===== src/sv/atdg_pkg.sv =====
`default_nettype none
// ----------------------------------------------------------------------------
// atdg_pkg
// Shared widths, register map codes and the interface types between the
// descriptor sequencer and the ceiling divider.
// ----------------------------------------------------------------------------
package atdg_pkg;

   // Field widths fixed by the descriptor format.
   localparam int TOKEN_W   = 13;
   localparam int QPOS_W    = 31;
   localparam int SEEN_W    = 24;
   localparam int GPOS_W    = 25;
   localparam int TABLE_W   = 64;
   localparam int ATOM_OUT_W = 16;
   localparam int CSR_ADDR_W = 3;
   localparam int CSR_DATA_W = 32;

   // Tile limit per sequence and the smallest tile size honored.
   localparam int RESULT_LIMIT = 64;
   localparam int COUNT_W      = $clog2(RESULT_LIMIT);
   localparam logic [TOKEN_W-1:0] TILE_FLOOR = 13'd64;

   // Ceiling divider sizing: dividend is extent plus divisor minus one.
   localparam int DIVIDEND_W = GPOS_W + 1;
   localparam int DIVISOR_W  = TOKEN_W;
   localparam int DIV_STEPS  = DIVIDEND_W;
   localparam int DIV_CNT_W  = $clog2(DIV_STEPS);

   // Register indexes, decoded from the word address bit.
   localparam logic REG_QUERY_TILE_SIZE = 1'b0;
   localparam logic REG_KV_BLOCK_SIZE   = 1'b1;

   // Divider control and status.
   typedef struct packed {
      logic start;
   } div_ctrl_type;

   typedef struct packed {
      logic busy;
      logic done;
   } div_status_type;

endpackage
`default_nettype wire


===== src/sv/atdg_ceil_div.sv =====
`default_nettype none
// ----------------------------------------------------------------------------
// atdg_ceil_div
// Bit-serial restoring divider, one quotient bit per cycle. The caller
// presents the already biased dividend, so the quotient is the ceiling.
// ----------------------------------------------------------------------------
module atdg_ceil_div (
   input  wire logic                             clock,
   input  wire logic                             reset,
   input  wire atdg_pkg::div_ctrl_type           ctrl,
   input  wire logic [atdg_pkg::DIVIDEND_W-1:0]  dividend,
   input  wire logic [atdg_pkg::DIVISOR_W-1:0]   divisor,
   output logic [atdg_pkg::DIVIDEND_W-1:0]       quotient,
   output atdg_pkg::div_status_type              status
);
   import atdg_pkg::*;

   logic                  busy_ff, busy_in;
   logic                  done_ff, done_in;
   logic [DIV_CNT_W-1:0]  cnt_ff, cnt_in;
   logic [DIVIDEND_W-1:0] quo_ff, quo_in;
   logic [DIVISOR_W-1:0]  rem_ff, rem_in;
   logic [DIVISOR_W:0]    rem_shift;
   logic [DIVISOR_W:0]    rem_diff;
   logic                  fits;

   // One restoring step: shift in the next dividend bit and try to subtract.
   always_comb begin
      rem_shift = {rem_ff, quo_ff[DIVIDEND_W-1]};
      rem_diff  = rem_shift - {1'b0, divisor};
      fits      = rem_shift >= {1'b0, divisor};
   end

   // Sequencing of the steps.
   always_comb begin
      busy_in = busy_ff;
      done_in = 1'b0;
      cnt_in  = cnt_ff;
      quo_in  = quo_ff;
      rem_in  = rem_ff;
      if (ctrl.start) begin
         busy_in = 1'b1;
         cnt_in  = DIV_CNT_W'(DIV_STEPS - 1);
         quo_in  = dividend;
         rem_in  = '0;
      end else if (busy_ff) begin
         quo_in = {quo_ff[DIVIDEND_W-2:0], fits};
         rem_in = fits ? rem_diff[DIVISOR_W-1:0] : rem_shift[DIVISOR_W-1:0];
         if (cnt_ff == '0) begin
            busy_in = 1'b0;
            done_in = 1'b1;
         end else begin
            cnt_in = cnt_ff - 1'b1;
         end
      end
   end

   // Control state.
   always_ff @(posedge clock) begin
      if (reset) begin
         busy_ff <= 1'b0;
         done_ff <= 1'b0;
      end else begin
         busy_ff <= busy_in;
         done_ff <= done_in;
      end
   end

   // Datapath.
   always_ff @(posedge clock) begin
      cnt_ff <= cnt_in;
      quo_ff <= quo_in;
      rem_ff <= rem_in;
   end

   assign quotient    = quo_ff;
   assign status.busy = busy_ff;
   assign status.done = done_ff;

endmodule
`default_nettype wire


===== src/sv/attention_tile_descriptor_generator_top.sv =====
`default_nettype none
// Each tile goes through an issue step, 26 divider steps, a finish step and an emit step.
// A sequence of n tiles (n at most 64) keeps the input busy until its last tile is emitted.
// The rate is set by the bit-serial ceiling divider, one quotient bit per cycle, unless rsp_ready stalls the emit.
// A sequence with zero tokens is accepted and emits nothing.
// Synchronous active-high reset clears the sequencer, atom counter and valids,
// and loads both size registers with 64.
// ----------------------------------------------------------------------------
// attention_tile_descriptor_generator_top
// Cuts each sequence descriptor into query tiles and emits one tile
// descriptor per tile, with a key/value block count from a shared divider.
// ----------------------------------------------------------------------------
module attention_tile_descriptor_generator_top #(
   parameter int MAX_SEQ_TOKENS  = 4096,
   parameter int ATOM_INDEX_BITS = 16
) (
   input  wire logic                               clock,
   input  wire logic                               reset,
   // Sequence beats.
   input  wire logic                               req_valid,
   output logic                                    req_ready,
   input  wire logic                               req_new_batch,
   input  wire logic [atdg_pkg::TOKEN_W-1:0]       req_seq_tokens,
   input  wire logic [atdg_pkg::QPOS_W-1:0]        req_seq_start,
   input  wire logic [atdg_pkg::SEEN_W-1:0]        req_seen_tokens,
   input  wire logic [atdg_pkg::TABLE_W-1:0]       req_block_table_in,
   // Tile descriptor beats.
   output logic                                    rsp_valid,
   input  wire logic                               rsp_ready,
   output logic [atdg_pkg::ATOM_OUT_W-1:0]         rsp_atom_index,
   output logic [atdg_pkg::TABLE_W-1:0]            rsp_block_table_out,
   output logic [atdg_pkg::QPOS_W-1:0]             rsp_q_start,
   output logic [atdg_pkg::TOKEN_W-1:0]            rsp_q_len,
   output logic [atdg_pkg::GPOS_W-1:0]             rsp_global_q_start,
   output logic [atdg_pkg::GPOS_W-1:0]             rsp_total_extent,
   output logic [atdg_pkg::GPOS_W-1:0]             rsp_kv_block_count,
   output logic                                    rsp_last_tile,
   // Register port.
   input  wire logic                               psel,
   input  wire logic                               penable,
   input  wire logic                               pwrite,
   input  wire logic [atdg_pkg::CSR_ADDR_W-1:0]    paddr,
   input  wire logic [atdg_pkg::CSR_DATA_W-1:0]    pwdata,
   output logic [atdg_pkg::CSR_DATA_W-1:0]         prdata,
   output logic                                    pready
);
   import atdg_pkg::*;

   localparam int MAX_TOK_W = $clog2(MAX_SEQ_TOKENS + 1) > TOKEN_W ?
                              $clog2(MAX_SEQ_TOKENS + 1) : TOKEN_W;
   localparam logic [MAX_TOK_W-1:0] MAX_TOK = MAX_TOK_W'(MAX_SEQ_TOKENS);

   typedef enum logic [3:0] {
      ST_IDLE  = 4'b0001,
      ST_START = 4'b0010,
      ST_WAIT  = 4'b0100,
      ST_EMIT  = 4'b1000
   } state_type;

   state_type                  state_ff, state_in;
   logic [TOKEN_W-1:0]         qtile_ff, qtile_in;
   logic [TOKEN_W-1:0]         kvb_ff, kvb_in;
   logic [ATOM_INDEX_BITS-1:0] atom_ff, atom_in;
   logic [TOKEN_W-1:0]         remain_ff, remain_in;
   logic [QPOS_W-1:0]          qpos_ff, qpos_in;
   logic [GPOS_W-1:0]          gpos_ff, gpos_in;
   logic [TABLE_W-1:0]         table_ff, table_in;
   logic [COUNT_W-1:0]         count_ff, count_in;

   logic                       out_valid_ff, out_valid_in;
   logic [ATOM_OUT_W-1:0]      out_atom_ff;
   logic [TABLE_W-1:0]         out_table_ff;
   logic [QPOS_W-1:0]          out_qpos_ff;
   logic [TOKEN_W-1:0]         out_len_ff;
   logic [GPOS_W-1:0]          out_gpos_ff;
   logic [GPOS_W-1:0]          out_extent_ff;
   logic [GPOS_W-1:0]          out_blocks_ff;
   logic                       out_last_ff;

   logic                       cfg_write;
   logic                       req_take;
   logic                       emit_load;
   logic [TOKEN_W-1:0]         tile_eff;
   logic [TOKEN_W-1:0]         kvb_eff;
   logic [TOKEN_W-1:0]         tile_len;
   logic [TOKEN_W-1:0]         remain_next;
   logic [GPOS_W-1:0]          extent;
   logic                       tile_last;
   logic [TOKEN_W-1:0]         tokens_sat;
   logic [31:0]                atom_wide;
   logic [DIVIDEND_W-1:0]      div_dividend;
   logic [DIVIDEND_W-1:0]      div_quotient;
   div_ctrl_type               div_ctrl;
   div_status_type             div_status;

   // Register port: writes land in the access phase, reads are immediate.
   assign pready    = 1'b1;
   assign cfg_write = psel & penable & pwrite & pready;

   always_comb begin
      qtile_in = qtile_ff;
      kvb_in   = kvb_ff;
      if (cfg_write) begin
         unique case (paddr[2])
            REG_QUERY_TILE_SIZE: qtile_in = pwdata[TOKEN_W-1:0];
            REG_KV_BLOCK_SIZE:   kvb_in   = pwdata[TOKEN_W-1:0];
            default: ;
         endcase
      end
   end

   always_comb begin
      unique case (paddr[2])
         REG_QUERY_TILE_SIZE: prdata = CSR_DATA_W'(qtile_ff);
         REG_KV_BLOCK_SIZE:   prdata = CSR_DATA_W'(kvb_ff);
         default:             prdata = '0;
      endcase
   end

   // Tile geometry for the current tile.
   always_comb begin
      tile_eff     = (qtile_ff < TILE_FLOOR) ? TILE_FLOOR : qtile_ff;
      kvb_eff      = (kvb_ff == '0) ? TOKEN_W'(1) : kvb_ff;
      tile_len     = (remain_ff < tile_eff) ? remain_ff : tile_eff;
      remain_next  = remain_ff - tile_len;
      extent       = gpos_ff + GPOS_W'(tile_len);
      tile_last    = (remain_next == '0) || (count_ff == COUNT_W'(RESULT_LIMIT - 1));
      div_dividend = DIVIDEND_W'(extent) + DIVIDEND_W'(kvb_eff) - DIVIDEND_W'(1);
      tokens_sat   = (MAX_TOK_W'(req_seq_tokens) > MAX_TOK) ?
                     MAX_TOK[TOKEN_W-1:0] : req_seq_tokens;
      atom_wide    = 32'(atom_ff);
   end

   assign req_ready     = (state_ff == ST_IDLE);
   assign req_take      = req_valid & req_ready;
   assign emit_load     = (state_ff == ST_EMIT) & (~out_valid_ff | rsp_ready);
   assign div_ctrl.start = (state_ff == ST_START);

   // Sequencer: accept a sequence, then divide and emit tile by tile.
   always_comb begin
      state_in  = state_ff;
      atom_in   = atom_ff;
      remain_in = remain_ff;
      qpos_in   = qpos_ff;
      gpos_in   = gpos_ff;
      table_in  = table_ff;
      count_in  = count_ff;
      unique case (state_ff)
         ST_IDLE: begin
            if (req_take) begin
               if (req_new_batch) begin
                  atom_in = '0;
               end
               remain_in = tokens_sat;
               qpos_in   = req_seq_start;
               gpos_in   = GPOS_W'(req_seen_tokens);
               table_in  = req_block_table_in;
               count_in  = '0;
               state_in  = (tokens_sat == '0) ? ST_IDLE : ST_START;
            end
         end
         ST_START: begin
            state_in = ST_WAIT;
         end
         ST_WAIT: begin
            if (div_status.done) begin
               state_in = ST_EMIT;
            end
         end
         ST_EMIT: begin
            if (emit_load) begin
               atom_in   = atom_ff + 1'b1;
               remain_in = remain_next;
               qpos_in   = qpos_ff + QPOS_W'(tile_len);
               gpos_in   = extent;
               count_in  = count_ff + 1'b1;
               state_in  = tile_last ? ST_IDLE : ST_START;
            end
         end
         default: state_in = ST_IDLE;
      endcase
   end

   // Output register valid.
   always_comb begin
      out_valid_in = out_valid_ff;
      if (emit_load) begin
         out_valid_in = 1'b1;
      end else if (rsp_ready) begin
         out_valid_in = 1'b0;
      end
   end

   // Control state and configuration.
   always_ff @(posedge clock) begin
      if (reset) begin
         state_ff     <= ST_IDLE;
         qtile_ff     <= TOKEN_W'(64);
         kvb_ff       <= TOKEN_W'(64);
         atom_ff      <= '0;
         out_valid_ff <= 1'b0;
      end else begin
         state_ff     <= state_in;
         qtile_ff     <= qtile_in;
         kvb_ff       <= kvb_in;
         atom_ff      <= atom_in;
         out_valid_ff <= out_valid_in;
      end
   end

   // Sequence working registers.
   always_ff @(posedge clock) begin
      remain_ff <= remain_in;
      qpos_ff   <= qpos_in;
      gpos_ff   <= gpos_in;
      table_ff  <= table_in;
      count_ff  <= count_in;
   end

   // Tile descriptor output register.
   always_ff @(posedge clock) begin
      if (emit_load) begin
         out_atom_ff   <= atom_wide[ATOM_OUT_W-1:0];
         out_table_ff  <= table_ff;
         out_qpos_ff   <= qpos_ff;
         out_len_ff    <= tile_len;
         out_gpos_ff   <= gpos_ff;
         out_extent_ff <= extent;
         out_blocks_ff <= div_quotient[GPOS_W-1:0];
         out_last_ff   <= tile_last;
      end
   end

   // Shared ceiling divider.
   atdg_ceil_div u_ceil_div (
      .clock    (clock),
      .reset    (reset),
      .ctrl     (div_ctrl),
      .dividend (div_dividend),
      .divisor  (kvb_eff),
      .quotient (div_quotient),
      .status   (div_status)
   );

   assign rsp_valid           = out_valid_ff;
   assign rsp_atom_index      = out_atom_ff;
   assign rsp_block_table_out = out_table_ff;
   assign rsp_q_start         = out_qpos_ff;
   assign rsp_q_len           = out_len_ff;
   assign rsp_global_q_start  = out_gpos_ff;
   assign rsp_total_extent    = out_extent_ff;
   assign rsp_kv_block_count  = out_blocks_ff;
   assign rsp_last_tile       = out_last_ff;

`ifndef ASSERT_OFF
   // The divider is never busy while a new sequence can be accepted.
   a_idle_div_quiet: assert property (@(posedge clock) disable iff (reset)
      (state_ff == ST_IDLE) |-> !div_status.busy)
      else $error("divider busy while sequencer idle");

   // A finished division moves the sequencer to the emit step.
   a_done_to_emit: assert property (@(posedge clock) disable iff (reset)
      ((state_ff == ST_WAIT) && div_status.done) |=> (state_ff == ST_EMIT))
      else $error("division result not taken");

   // Tiles are only emitted while tokens remain.
   a_emit_has_tokens: assert property (@(posedge clock) disable iff (reset)
      (state_ff == ST_EMIT) |-> (remain_ff != '0))
      else $error("emit with no tokens left");

   // A shown descriptor is never empty and its extent is consistent.
   a_desc_consistent: assert property (@(posedge clock) disable iff (reset)
      out_valid_ff |-> ((out_len_ff != '0) &&
                        (out_extent_ff == out_gpos_ff + GPOS_W'(out_len_ff))))
      else $error("inconsistent tile descriptor");
`endif

endmodule
`default_nettype wire

===== config.mk =====
export PLATFORM = sky130hd
export DESIGN_NAME = attention_tile_descriptor_generator_top
export DESIGN_NICKNAME = d
export VERILOG_FILES = /design/src/sv/atdg_pkg.sv /design/src/sv/atdg_ceil_div.sv /design/src/sv/attention_tile_descriptor_generator_top.sv
export SDC_FILE = /design/constraint.sdc
export NUM_CORES = 1
export LEC_CHECK = 0
export ABC_AREA = 1
export BUFFER_PORTS_ARGS = -buffer_cell sky130_fd_sc_hd__buf_4
export CAP_MARGIN = 20
export CELL_PAD_IN_SITES_DETAIL_PLACEMENT = 0
export CELL_PAD_IN_SITES_GLOBAL_PLACEMENT = 1
export CORE_UTILIZATION = 44
export CTS_BUF_LIST = sky130_fd_sc_hd__clkbuf_2
export DETAILED_ROUTE_END_ITERATION = 10
export HOLD_SLACK_MARGIN = 0.1
export PLACE_DENSITY = 0.84
export SLEW_MARGIN = 20
export SYNTH_ARGS = -nofsm -noshare
export SYNTH_HDL_FRONTEND = slang
export SYNTH_SLANG_ARGS = --single-unit
export TNS_END_PERCENT = 5

===== constraint.sdc =====
create_clock -name clock -period 12.1 [get_ports clock]
set_clock_uncertainty 0.2 [all_clocks]
set_input_delay 0 -clock clock [delete_from_list [all_inputs] [get_ports clock]]
set_output_delay 0 -clock clock [all_outputs]
set_load 0.02 [all_outputs]

# ---- Yosys cells after proc, flatten, opt, wreduce, memory -nomap -nowiden
# Cells that the tools add are included.
dict set report word_totals {
  reg_bits 432
  inputBits 175
  elab_cells 106
  output_inout_bits 235
}
dict set report op_classes {
  reduce_logical 16
  n_bitwise 9
  eq_ne 9
  order_cmp 4
  n_mux 36
  addsub 9
}
# op count
set op_table {}
lappend op_table {{13-bit 2-to-1 mux} 7}
lappend op_table {{32-bit case mux with 2 select lines} 1}
lappend op_table {{31-bit 2-to-1 mux} 2}
lappend op_table {{31-bit case mux with 2 select lines} 1}
lappend op_table {{26-bit 2-to-1 mux} 2}
lappend op_table {{25-bit 2-to-1 mux} 2}
lappend op_table {{25-bit case mux with 2 select lines} 1}
lappend op_table {{16-bit 2-to-1 mux} 3}
lappend op_table {{13-bit logical NOT} 3}
lappend op_table {{16-bit case mux with 2 select lines} 1}
lappend op_table {{31-bit by 13-bit adder with 31-bit output} 1}
lappend op_table {{25-bit by 13-bit adder with 26-bit output} 1}
lappend op_table {{13-bit case mux with 2 select lines} 1}
lappend op_table {{13-bit subtractor} 2}
lappend op_table {{26-bit by 1-bit subtractor with 26-bit output (second input constant)} 1}
lappend op_table {{25-bit by 13-bit adder with 25-bit output} 1}
lappend op_table {{16-bit by 1-bit adder with 16-bit output (second input constant)} 1}
lappend op_table {{4-bit case mux with 4 select lines} 1}
lappend op_table {{14-bit by 13-bit >= comparator with 1-bit output} 1}
lappend op_table {{13-bit > comparator (second input constant)} 1}
lappend op_table {{13-bit < comparator} 1}
lappend op_table {{13-bit by 7-bit < comparator with 1-bit output (second input constant)} 1}
lappend op_table {{4-bit 2-to-1 mux} 3}
lappend op_table {{6-bit 2-to-1 mux} 2}
lappend op_table {{other kinds (22)} 42}

# ---- Depth between registers and ports, before layout
dict set report logic_depth {
  depth_word 10
  depth_mapped 44
  ltp_nobuf 43
}

# ---- Hierarchy
# Synthesis repeated with hierarchy kept, for this count alone.
dict set report hier_totals {
  cells_unflattened 2117
  area_unflattened_um2 21134.0
}
# mod area_per_inst_um2 seq_area_each_um2 cells_each n_inst
set modules_own_cells {}
lappend modules_own_cells {attention_tile_descriptor_generator_top 18129.9 11120.7 1698 1}
lappend modules_own_cells {atdg_ceil_div 3004.1 1181.1 419 1}

# ---- Least setup slack after synthesis
# OpenSTA, ideal clock, no wires.
dict set report synth_timing {
  path_type {reg-to-reg}
  from {reg state_ff[3]}
  to {reg atom_ff[0]}
  setup_time_ns 0.056
  slack_ns 1.723
  t_arrival_ns 10.120
  synth_period_minus_slack_ns 10.377
  path_stages_with_launch 8
  path_buffers 0
  required_ns 11.844
  cell_sequence {dfxtp_1 inv_2 nor3_4 inv_2 nor2_1 o21ai_0 a31o_2 inv_1}
}
dict set report synth_via {
  elab_chain_cells 4
  word_cells_on_any_way 10
  cone_classes {eq/ne: 5; mux: 1; bitwise: 2; reduce/logical: 2}
}
# element line
set synth_lines {}
lappend synth_lines {{start: declaration} attention_tile_descriptor_generator_top.sv:60} ;# state_type state_ff, state_in;
lappend synth_lines {{start signal: assignment} attention_tile_descriptor_generator_top.sv:203} ;# state_ff <= state_in;
lappend synth_lines {{4-bit equality test} attention_tile_descriptor_generator_top.sv:136} ;# assign emit_load = (state_ff == ST_EMIT) & (~out_valid_ff | rsp_ready);
lappend synth_lines {{1-bit AND} attention_tile_descriptor_generator_top.sv:136}
lappend synth_lines {{named net emit_load} attention_tile_descriptor_generator_top.sv:82} ;# logic emit_load;
lappend synth_lines {{2-bit != test (no line)} --}
lappend synth_lines {{4-bit AND reduction (no line)} --}
lappend synth_lines {{end signal: assignment} attention_tile_descriptor_generator_top.sv:206} ;# atom_ff <= atom_in;
lappend synth_lines {{end: declaration} attention_tile_descriptor_generator_top.sv:63} ;# logic [ATOM_INDEX_BITS-1:0] atom_ff, atom_in;
# The timed path passes the listed nets, and every way through them passes these cells.
# A chain may end at the register's enable or synchronous reset.

# ---- Final worst setup path
dict set report layout_timing {
  from {reg qtile_ff[12]}
  to {reg u_ceil_div.quo_ff[25] (netlist: u_ceil_div.quotient[25]), data pin}
}
dict set report layout_via {
  elab_chain_cells 8
}
# element line
set layout_lines {}
lappend layout_lines {{start: declaration} attention_tile_descriptor_generator_top.sv:61} ;# logic [TOKEN_W-1:0] qtile_ff, qtile_in;
lappend layout_lines {{start signal: assignment} attention_tile_descriptor_generator_top.sv:204} ;# qtile_ff <= qtile_in;
lappend layout_lines {{13-bit by 7-bit < comparator with 1-bit output} attention_tile_descriptor_generator_top.sv:122} ;# tile_eff = (qtile_ff < TILE_FLOOR) ? TILE_FLOOR : qtile_ff;
lappend layout_lines {{13-bit 2-to-1 mux *} attention_tile_descriptor_generator_top.sv:122}
lappend layout_lines {{13-bit < comparator} attention_tile_descriptor_generator_top.sv:124} ;# tile_len = (remain_ff < tile_eff) ? remain_ff : tile_eff;
lappend layout_lines {{13-bit 2-to-1 mux *} attention_tile_descriptor_generator_top.sv:124}
lappend layout_lines {{named net tile_len[3]} attention_tile_descriptor_generator_top.sv:85} ;# logic [TOKEN_W-1:0] tile_len;
lappend layout_lines {{25-bit by 13-bit adder with 25-bit output *} attention_tile_descriptor_generator_top.sv:126} ;# extent = gpos_ff + GPOS_W'(tile_len);
lappend layout_lines {{named net extent[15]} attention_tile_descriptor_generator_top.sv:87} ;# logic [GPOS_W-1:0] extent;
lappend layout_lines {{25-bit by 13-bit adder with 26-bit output *} attention_tile_descriptor_generator_top.sv:128} ;# div_dividend = DIVIDEND_W'(extent) + DIVIDEND_W'(kvb_eff) - DIVIDEND_W'(1);
lappend layout_lines {{26-bit by 1-bit subtractor with 26-bit output *} attention_tile_descriptor_generator_top.sv:128}
lappend layout_lines {{26-bit 2-to-1 mux *} atdg_ceil_div.sv:41} ;# if (ctrl.start) begin
lappend layout_lines {{named net u_ceil_div.quo_in[25]} atdg_ceil_div.sv:21} ;# logic [DIVIDEND_W-1:0] quo_ff, quo_in;
lappend layout_lines {{end signal: assignment} atdg_ceil_div.sv:72} ;# quo_ff <= quo_in;
lappend layout_lines {{end: declaration} atdg_ceil_div.sv:21}
# The timed path passes the listed nets; every way through them passes the cells marked *.

==> flow_metrics.env <==
export IMPL_status="finished, final reports clean"
export IMPL_hold_viol=0
export IMPL_clkSinkCount=432
export IMPL_die_area_um2=47100
export IMPL_slowest_delay_ns=0.92
export IMPL_ir_worst_vdd_v=0.000131
export IMPL_initialDrtViolationCount=1604
export IMPL_design_portCount=410
export IMPL_yosysWarnings=0
export IMPL_critical_path_required_ns=12.77
export IMPL_layout_drive_gt1_share_pct=20.0
export IMPL_post_route_util_pct=65.3
export IMPL_cellPowerDensity_nw_per_um2=179
export IMPL_synthMostInstantiatedCell="nand2_1"
export IMPL_maximum_number_of_pins_on_one_net_before_global_route_repair=86
export IMPL_postSynthCellCount=1944
export IMPL_drv_max_cap_violation_count=0
export IMPL_filler_cell_count=3436
export IMPL_synth_sequential_area_ratio_pct=60.5
export IMPL_worst_skew_pair_late_latency_ns=1.15
export IMPL_globalRouteOverflowTotal=0
export IMPL_die_width_um=217
export IMPL_die_height_um=217
export IMPL_grt_first_pass_wirelength_um=105000
export IMPL_port_buffers=368
export IMPL_synth_top_cells_by_area="edfxtp_1, nand2_1, dfxtp_1"
export IMPL_synth_edf_count=365
export IMPL_syn2layout_area_growth_pct=46.1
export IMPL_synthDominantCellAreaShare_pct=53.9
export IMPL_drc_violations_left=0
export IMPL_max_freq_mhz=135
export IMPL_yosys_cell_types_count=54
export IMPL_timing_critical_path_from_type="register"
export IMPL_postRouteWirelength_um=69100
export IMPL_crit_path_frequent_cell="nand2_1"
export IMPL_synthesis_area_um2=20300
export IMPL_cts_clk_slew_worst_paths_ns=0.12
export IMPL_netlist_top_cells_count="nand2_1, edfxtp_1, inv_1"
export IMPL_first_global_vias=18709
export IMPL_fin_tns_setup_ns=0
export IMPL_dpl_wire_length_um=41800
export IMPL_initial_standard_cell_utilization_of_the_core_pct=44.7
export IMPL_unrepaired_setup_endpoints_after_global_routing="false"
export IMPL_routed_via_density=5.15
export IMPL_relSlewSlack_pct=32.8
export IMPL_cts_tree="done"
export IMPL_min_path_type="reg2reg"
export IMPL_ctsHtreeMaxLevel=3
export IMPL_end_kind="register"
export IMPL_synth_avg_cell_area_um2=10.5
export IMPL_routed_wire_length_per_instance_um=19.3
export IMPL_time_the_final_worst_path_needs_with_i_o_delays_and_setup_ns=7.42
export IMPL_numCtsBuffers=109
export IMPL_cts_repair_timing_setup_buffer_count=0
export IMPL_rows=78
export IMPL_globalRouteTotalUtil_pct=29.4
export IMPL_grt_antenna_before_repair=3
export IMPL_clk_root_buffer_cell="clkbuf_2"
export IMPL_final_max_slew_violation_count=0
export IMPL_cpMaxStageDelayCell="o21ai_0"
export IMPL_clock_buffer_depth=3
export IMPL_setup_slack_of_the_most_critical_reg_to_reg_path_ns=4.68
export IMPL_dr_pass1_iters=6
export IMPL_synth_async_reset_ratio_pct=0
export IMPL_cellLeakagePower_nw=12.8
export IMPL_min_period_over_period_pct=61.3
export IMPL_final_net_count=3166
export IMPL_synth_ff_type="edfxtp_1"
export IMPL_tightest_slew_ns=1.01
export IMPL_cp_arrival_ns=8.09
export IMPL_category_of_the_critical_setup_timing_path="reg2reg"
export IMPL_total_core_area_um2=45500
export IMPL_routed_via_count=18412
export IMPL_place_gp_congestion=0.914
export IMPL_yosys_area_top_type="edfxtp_1"
export IMPL_seq_cells_post_synth=432
export IMPL_critPathMaxFanout=28
export IMPL_route_antenna_remaining_nets=0
export IMPL_final_setup_viols=0
registers in the layout (all words and copies together) (netlist names), 4 cells and up:
register	flops
rsp_block_table_out	64
table_ff	64
qpos_ff	31
rsp_q_start	31
u_ceil_div.quotient	26
gpos_ff	25
rsp_global_q_start	25
rsp_kv_block_count	25
rsp_total_extent	25
atom_ff	16
rsp_atom_index	16
kvb_ff	13
qtile_ff	13
remain_ff	13
rsp_q_len	13
u_ceil_div.rem_ff	13
count_ff	6
u_ceil_div.cnt_ff	5
state_ff	4
worst paths after layout:
check          startpoint                       to  cells past startpoint
max reg2reg  qtile_ff[12]  u_ceil_div.quotient[25]                     38
max          qtile_ff[12]  u_ceil_div.quotient[25]                     38
min          table_ff[38]  rsp_block_table_out[38]                      0
min reg2reg  table_ff[38]  rsp_block_table_out[38]                      0
stage by stage:
step                      cell area, um^2  total power [W]  setup WS, ns  instances  hold slack [ns]
after floorplan                     20400          0.00353          1.72       1962           -0.101
after global placement              23800          0.00405          4.71       2887          -0.0215
after detailed placement            23800          0.00409          4.70       2887          -0.0203
after CTS                           29700          0.00526          4.64       3569            0.133
after global routing                29700          0.00572          3.68       3573            0.191
final                               29700          0.00531          4.68       3573            0.188
worst max-delay path, delay by kind of cell, from the launching register on:
family	cells	cell delay [ns]
AO/OA/AOI/OAI	7	2.11
XOR/XNOR	1	0.31
flip-flops	1	0.33
adder cells (fa/ha/maj)	3	0.90
buffers and inverters	6	0.66
AND/OR/NAND/NOR	21	2.66
layout make-up:
type                    count  area (um^2)  share of cell area, %
multi-input cells        1237         6950                   23.4
diodes                      3         7.51                 0.0253
inverters                 233          876                   2.95
clock inverters            31          213                  0.716
repair buffers            873         7790                   26.2
flip-flops and latches    432        12300                   41.4
well taps                 600          751                   2.53
clock buffers             164          821                   2.76
what timing repair did:
item                                   in CTS  in global routing
gates resized for setup                     0                  0
endpoints found under the hold margin     435                  0
hold buffers                              487                  0
setup endpoints to repair                   0                  0
cells by family after synthesis:
kind of cell             share of synthesized area (%)
AND/OR/NAND/NOR                                   14.5
flip-flops                                        60.5
AO/OA/AOI/OAI                                     9.25
buffers and inverters                             5.80
adder cells (fa/ha/maj)                           6.65
XOR/XNOR                                          3.27
other                                           0.0369
where the power goes:
group,switching [W],internal [W]
registers,0.000124,0.00185
clock network,0.000673,0.000414
logic,0.00137,0.000884
total,0.00216,0.00315
per-layer routing:
metal  vias to the layer above  track usage (%)  part of all wire (%)
met5                         -                0                     0
met4                         0             15.0                   4.4
met3                       180             5.70                   7.4
met2                       902             50.1                    49
met1                      8688             35.2                    39
li1                       8642                -                     -
placed cells by master (no fill, tap or decap), drive strengths merged, types with 67 or more instances in the layout:
cell type      n
buf          386
clkbuf       164
ha           100
a21oi        125
dfxtp         67
o21ai        178
edfxtp       365
inv          237
nand2        397
nand3         99
dlygate4sd3  487
nor2         111
Note: power is estimated with default switching activity, not from simulation.
